[src/rtl/adc_buffer_level_statistics_core_defines.svh]
// Assertion macros shared by the RTL files.
`ifndef ADC_BUFFER_LEVEL_STATISTICS_CORE_DEFINES_SVH
`define ADC_BUFFER_LEVEL_STATISTICS_CORE_DEFINES_SVH
`ifndef SYNTHESIS
`define ABLS_ASSERT(label, clk, rst_n, prop, msg) \
  label: assert property (@(posedge clk) disable iff (!rst_n) (prop)) else $error(msg);
`define ABLS_ASSERT_NEXT(label, clk, rst_n, ante, cons, msg) \
  label: assert property (@(posedge clk) disable iff (!rst_n) (ante) |=> (cons)) else $error(msg);
`else
`define ABLS_ASSERT(label, clk, rst_n, prop, msg)
`define ABLS_ASSERT_NEXT(label, clk, rst_n, ante, cons, msg)
`endif
`endif

[src/rtl/abls_pkg.sv]
package abls_pkg;
  localparam int unsigned MaxSamplesDefault = 4096;
  localparam int unsigned SampleBitsDefault = 16;
  localparam int unsigned CfgIdxW = 2;
  localparam int unsigned CfgDataW = 16;
  localparam logic [CfgIdxW-1:0] RegLevelOffset = 2'd0;
  localparam logic [CfgIdxW-1:0] RegHighThreshold = 2'd1;
  localparam logic [CfgIdxW-1:0] RegHighCountNeeded = 2'd2;
  localparam logic [CfgIdxW-1:0] RegStatsMode = 2'd3;
  localparam int unsigned MeanW = 24;
  localparam int unsigned SumW = 32;

  // Commands from the controller to the datapath.
  typedef struct packed {
    logic accum;       // Fold the accepted sample into the statistics.
    logic div_start;   // Start a division.
    logic div_sel_dev; // Divide the deviation sum instead of the sample sum.
    logic rd_start;    // Start the deviation pass.
    logic dev_step;    // Issue one stored sample read this cycle.
    logic clear;       // Return the buffer statistics to zero.
  } cmd_t;

  // Status from the datapath to the controller.
  typedef struct packed {
    logic div_busy;
    logic dev_idle;    // No stored sample read or its divide is in flight.
    logic pass_done;
    logic empty;
  } status_t;
endpackage

[src/rtl/abls_ctrl.sv]
`include "adc_buffer_level_statistics_core_defines.svh"
// Sequencer: sample intake, deviation pass, two divisions, result hand-off.
module abls_ctrl (
  input  logic              clk_i,
  input  logic              rst_ni,
  input  logic              in_valid_i,
  input  logic              in_last_i,
  output logic              in_ready_o,
  output logic              out_valid_o,
  input  logic              out_ready_i,
  input  logic              stats_mode_i,
  input  abls_pkg::status_t status_i,
  output abls_pkg::cmd_t    cmd_o,
  output logic              values_o
);
  typedef enum logic [2:0] {
    StIntake, StDcStart, StDcDiv, StPass, StAcDiv, StWait, StOut
  } state_e;

  state_e state_q;
  logic   values_q;
  logic   in_xfer;
  logic   step_q;

  assign in_ready_o  = (state_q == StIntake);
  assign in_xfer     = in_valid_i && in_ready_o;
  assign out_valid_o = (state_q == StOut);
  assign values_o    = values_q;

  // Commands follow from the state and the handshakes.
  always_comb begin
    cmd_o = '0;
    cmd_o.accum = in_xfer;
    // The mean divide starts once the last sample is in the sum and the count.
    cmd_o.div_start = (state_q == StDcStart);
    if (state_q == StDcDiv && !status_i.div_busy) cmd_o.rd_start = 1'b1;
    cmd_o.dev_step    = (state_q == StPass) && step_q;
    if (state_q == StPass && status_i.pass_done && !step_q) begin
      cmd_o.div_start   = 1'b1;
      cmd_o.div_sel_dev = 1'b1;
    end
    cmd_o.clear = (state_q == StOut) && out_ready_i;
  end

  always_ff @(posedge clk_i or negedge rst_ni) begin
    if (!rst_ni) begin
      state_q  <= StIntake;
      values_q <= 1'b0;
      step_q   <= 1'b0;
    end else begin
      case (state_q)
        StIntake: begin
          if (in_xfer && in_last_i) begin
            values_q <= stats_mode_i;
            state_q  <= stats_mode_i ? StDcStart : StOut;
          end
        end
        StDcStart: state_q <= StDcDiv;
        StDcDiv: begin
          if (!status_i.div_busy) begin
            if (status_i.empty) begin
              values_q <= 1'b0;
              state_q  <= StOut;
            end else begin
              step_q  <= 1'b1;
              state_q <= StPass;
            end
          end
        end
        StPass: begin
          // One read, then wait for its divide before the next one.
          if (step_q) step_q <= 1'b0;
          else if (status_i.pass_done) state_q <= StAcDiv;
          else if (status_i.dev_idle) step_q <= 1'b1;
        end
        StAcDiv: state_q <= StWait;
        StWait: if (!status_i.div_busy) state_q <= StOut;
        StOut: if (out_ready_i) state_q <= StIntake;
        default: state_q <= StIntake;
      endcase
    end
  end

  `ABLS_ASSERT(a_no_overlap, clk_i, rst_ni, !(in_ready_o && out_valid_o), "both sides open")
  `ABLS_ASSERT_NEXT(a_last_leaves, clk_i, rst_ni, in_xfer && in_last_i, !in_ready_o,
                    "intake stayed open after the last sample")
  `ABLS_ASSERT_NEXT(a_out_done, clk_i, rst_ni, out_valid_o && out_ready_i, in_ready_o,
                    "result transfer did not reopen intake")
endmodule

[config.mk]
export PLATFORM = sky130hd
export DESIGN_NAME = abls_ctrl
export DESIGN_NICKNAME = d
export VERILOG_FILES = /design/src/rtl/abls_pkg.sv /design/src/rtl/abls_ctrl.sv
export VERILOG_INCLUDE_DIRS = /design/src /design/src/rtl
export SDC_FILE = /design/constraint.sdc
export NUM_CORES = 1
export LEC_CHECK = 0
export BUFFER_PORTS_ARGS = -buffer_cell sky130_fd_sc_hd__buf_2
export CORE_UTILIZATION = 24
export CTS_CLUSTER_DIAMETER = 100
export CTS_CLUSTER_SIZE = 10
export DETAILED_ROUTE_END_ITERATION = 7
export GPL_ROUTABILITY_DRIVEN = 0
export HOLD_SLACK_MARGIN = 0.06
export PLACE_DENSITY = 0.58
export SETUP_SLACK_MARGIN = 0.15
export SLEW_MARGIN = 10
export SYNTH_ARGS = -nofsm -noshare
export SYNTH_HDL_FRONTEND = slang
export SYNTH_SLANG_ARGS = --single-unit
[constraint.sdc]
create_clock -name clk_i -period 2.5 [get_ports clk_i]
set_input_delay 0.5 -clock clk_i [delete_from_list [all_inputs] [get_ports clk_i]]
set_output_delay 0.5 -clock clk_i [all_outputs]
set_load 0.02 [all_outputs]
==> metrics.txt <==
CTS tree=yes; CP Data Required Time=2000 ps; minimum clock period=1990 ps; nets=81; vias=429; Routed Wire Length=931 um; RSZ-0062 raised after global routing=false; Max H-tree Level=1; post-synth cell types=29; Crit path arrival time=1490 ps; Lkg Pwr=0.271 nW; dpl hpwl=723 um; clk sink count=5; Area contributors post-synth=dfrtp_1 (31%), o21ai_0 (6.1%), nor2_1 (5.5%), mux2_4 (3.7%), nor3b_1 (3.7%); Vias/cell=4.99; final worst path period share=79.7%; num ports=19; area leader, netlist=dfrtp_1; TNS Setup=0 ps; startpoint types=flip-flop; GRT Total Usage=11.1%; Synth Instances=51; Mapped Avg Cell Area=8.02 um2; first-pass GRT wire length=1600 um; CTS Buf Count=3; clk root buf=clkbuf_4; VDD IR max=421 uV; Critical Path End Type=primary output; width of the die=43.3 um; Initial Util=26.5%; layout cell share with drive strength beyond 1=38.6%; Antenna Nets Post-Route=0; Clock Latency Late Sink=240 ps; status=finished clean; mapped cell area=409 um2; count of input and output buffers=18; chip height=43.3 um; Power per Cell Area=1260 mW/mm2; placed inst area=498 um2; ant diodes=0; initial antenna violation count=0; measured slew at the worst slew-check pin=405 ps; Synth Warn #=0; top cell type's share of synthesized area=30.6%; Worst Hold Class=reg -> reg; largest net degree at the start of global routing=17; Max Cap Violations=0; Finished Core Util=34.7%; crit-path max FO=16; Area growth, synth to finish=30.6%; net count after synthesis=61; FF+latch count, synth=5; die area=0.00187 mm2; critical path class=reg -> out; max-slew violations=0; Fin. Hold Viols=0; total grt overflow=0; core area=0.00154 mm2; post-layout instance area=534 um2; CTS clk-pin slew, worst paths=50 ps; Starting DRT DRC Count=5; worst clock skew=5.40 ps; number of global-route vias before repair=388; wire length per cell=10.8 um; Cell Rows=14; register area share after synthesis=30.6%; first-pass iteration count of the detailed router=3; setup repair bufs after CTS=0; Peak Freq=502 MHz; DRC=0; final setup fails=0; maximum clock insertion buffer count=2; Max transition margin=73.0%
==> through the flow <==
step | cells | total power [mW] | setup WS, ps | hold slack (ps)
final | 86 | 0.671 | 508 | 491
after global routing | 86 | 0.734 | 334 | 513
after CTS | 85 | 0.676 | 497 | 63.0
after detailed placement | 81 | 0.581 | 766 | 321
after global placement | 81 | 0.575 | 780 | 321
after floorplan | 51 | 0.499 | 472 | 204
==> area by class of cell <==
type                       count  area (um2)
timing repair buffer          19         100
sequential                     5         125
clock buffer                   4        26.3
fill                         191        1010
inverter                       2        7.51
multi-input combinational     40         255
tap                           16        20.0
==> synthesized netlist by cell type <==
cell      count
a211oi_1      1
a21oi_1       2
a32o_1        1
and2_1        2
and3_1        2
and3b_1       1
buf_2         2
buf_4         1
clkbuf_1      1
dfrtp_1       5
inv_1         1
inv_2         1
mux2_4        1
mux2i_1       1
nand2_1       3
nand2b_1      2
nand3_1       2
nand3_2       1
nand4_1       1
nor2_1        6
nor2b_2       1
nor3_1        1
nor3b_1       2
o211ai_2      1
o21ai_0       5
o21ai_1       1
o21ai_2       1
o311ai_0      1
or2b_1        1
==> path summary, 6_finish.rpt <==
| check | start | endpoint | slack [ps] | cells past startpoint |
|---|---|---|---|---|
| max | state_q[1] | cmd_o[2] | 510 | 3 |
| max reg2reg | state_q[1] | state_q[1] | 910 | 4 |
| max in group asynchronous | rst_ni | step_q | 1760 | 2 |
| min | values_o | values_o | 490 | 1 |
| min in group asynchronous | rst_ni | state_q[1] | 600 | 2 |
| min reg2reg | values_o | values_o | 490 | 1 |
==> flip-flops by register name, indices dropped and copies added (netlist names) <==
name      flops
state_q       3
step_q        1
values_o      1
==> worst max-delay path, cell delays in order (launching register included) <==
cell and delay (ps):
dfrtp_1 580, nor2b_2 290, nor3b_1 180, buf_2 190
==> what timing repair did <==
| action | CTS | global route |
|---|---|---|
| endpoints found under the hold margin | 0 | 5 |
| gates resized for setup | 0 | 0 |
| hold buffers | 0 | 1 |
==> metal layers <==
metal | GRT usage, % | vias up | routed length [um]
met1 | 15.1 | 196 | 478
met4 | 3.64 | 0 | 0
met3 | 4.26 | 0 | 52
met2 | 16.1 | 15 | 400
met5 | 0 | - | 0
li1 | - | 218 | -
==> placed cells by master, fill, tap and decap left out <==
master and instances:
o21ai_0 5, dlygate4sd3_1 1, and3_1 2, nor3b_1 2, nand3_1 2, nand4_1 1
inv_2 1, nor3_1 1, nor2b_2 1, clkbuf_1 1, o21ai_1 1, and2_1 2
o311ai_0 1, nand2_1 3, mux2i_1 1, nand2b_1 2, nand3_2 1, nor2_1 6
dfrtp_1 5, clkbuf_4 3, inv_1 1, o211ai_2 1, a211oi_1 1, buf_2 18
and3b_1 1, a32o_1 1, or2b_1 1, mux2_4 1, o21ai_2 1, a21oi_1 2
==> kinds of logic (layout without fill, tap and decap cells) <==
| group | count (synthesis) | count (layout) | synth area share (%) |
|---|---|---|---|
| AND/OR/NAND/NOR | 25 | 25 | 34.9 |
| buffers and inverters | 6 | 25 | 7.03 |
| AO/OA/AOI/OAI | 13 | 13 | 21.4 |
| flip-flops | 5 | 5 | 30.6 |
| multiplexers | 2 | 2 | 6.12 |
==> where the power goes <==
group | leakage [nW] | total (mW) | switching, mW | internal, mW
combinational | 0.196 | 0.368 | 0.197 | 0.171
clock | 0.0150 | 0.0917 | 0.0315 | 0.0603
sequential | 0.0601 | 0.211 | 0.0884 | 0.123
Note: power is estimated with default switching activity, not from simulation.
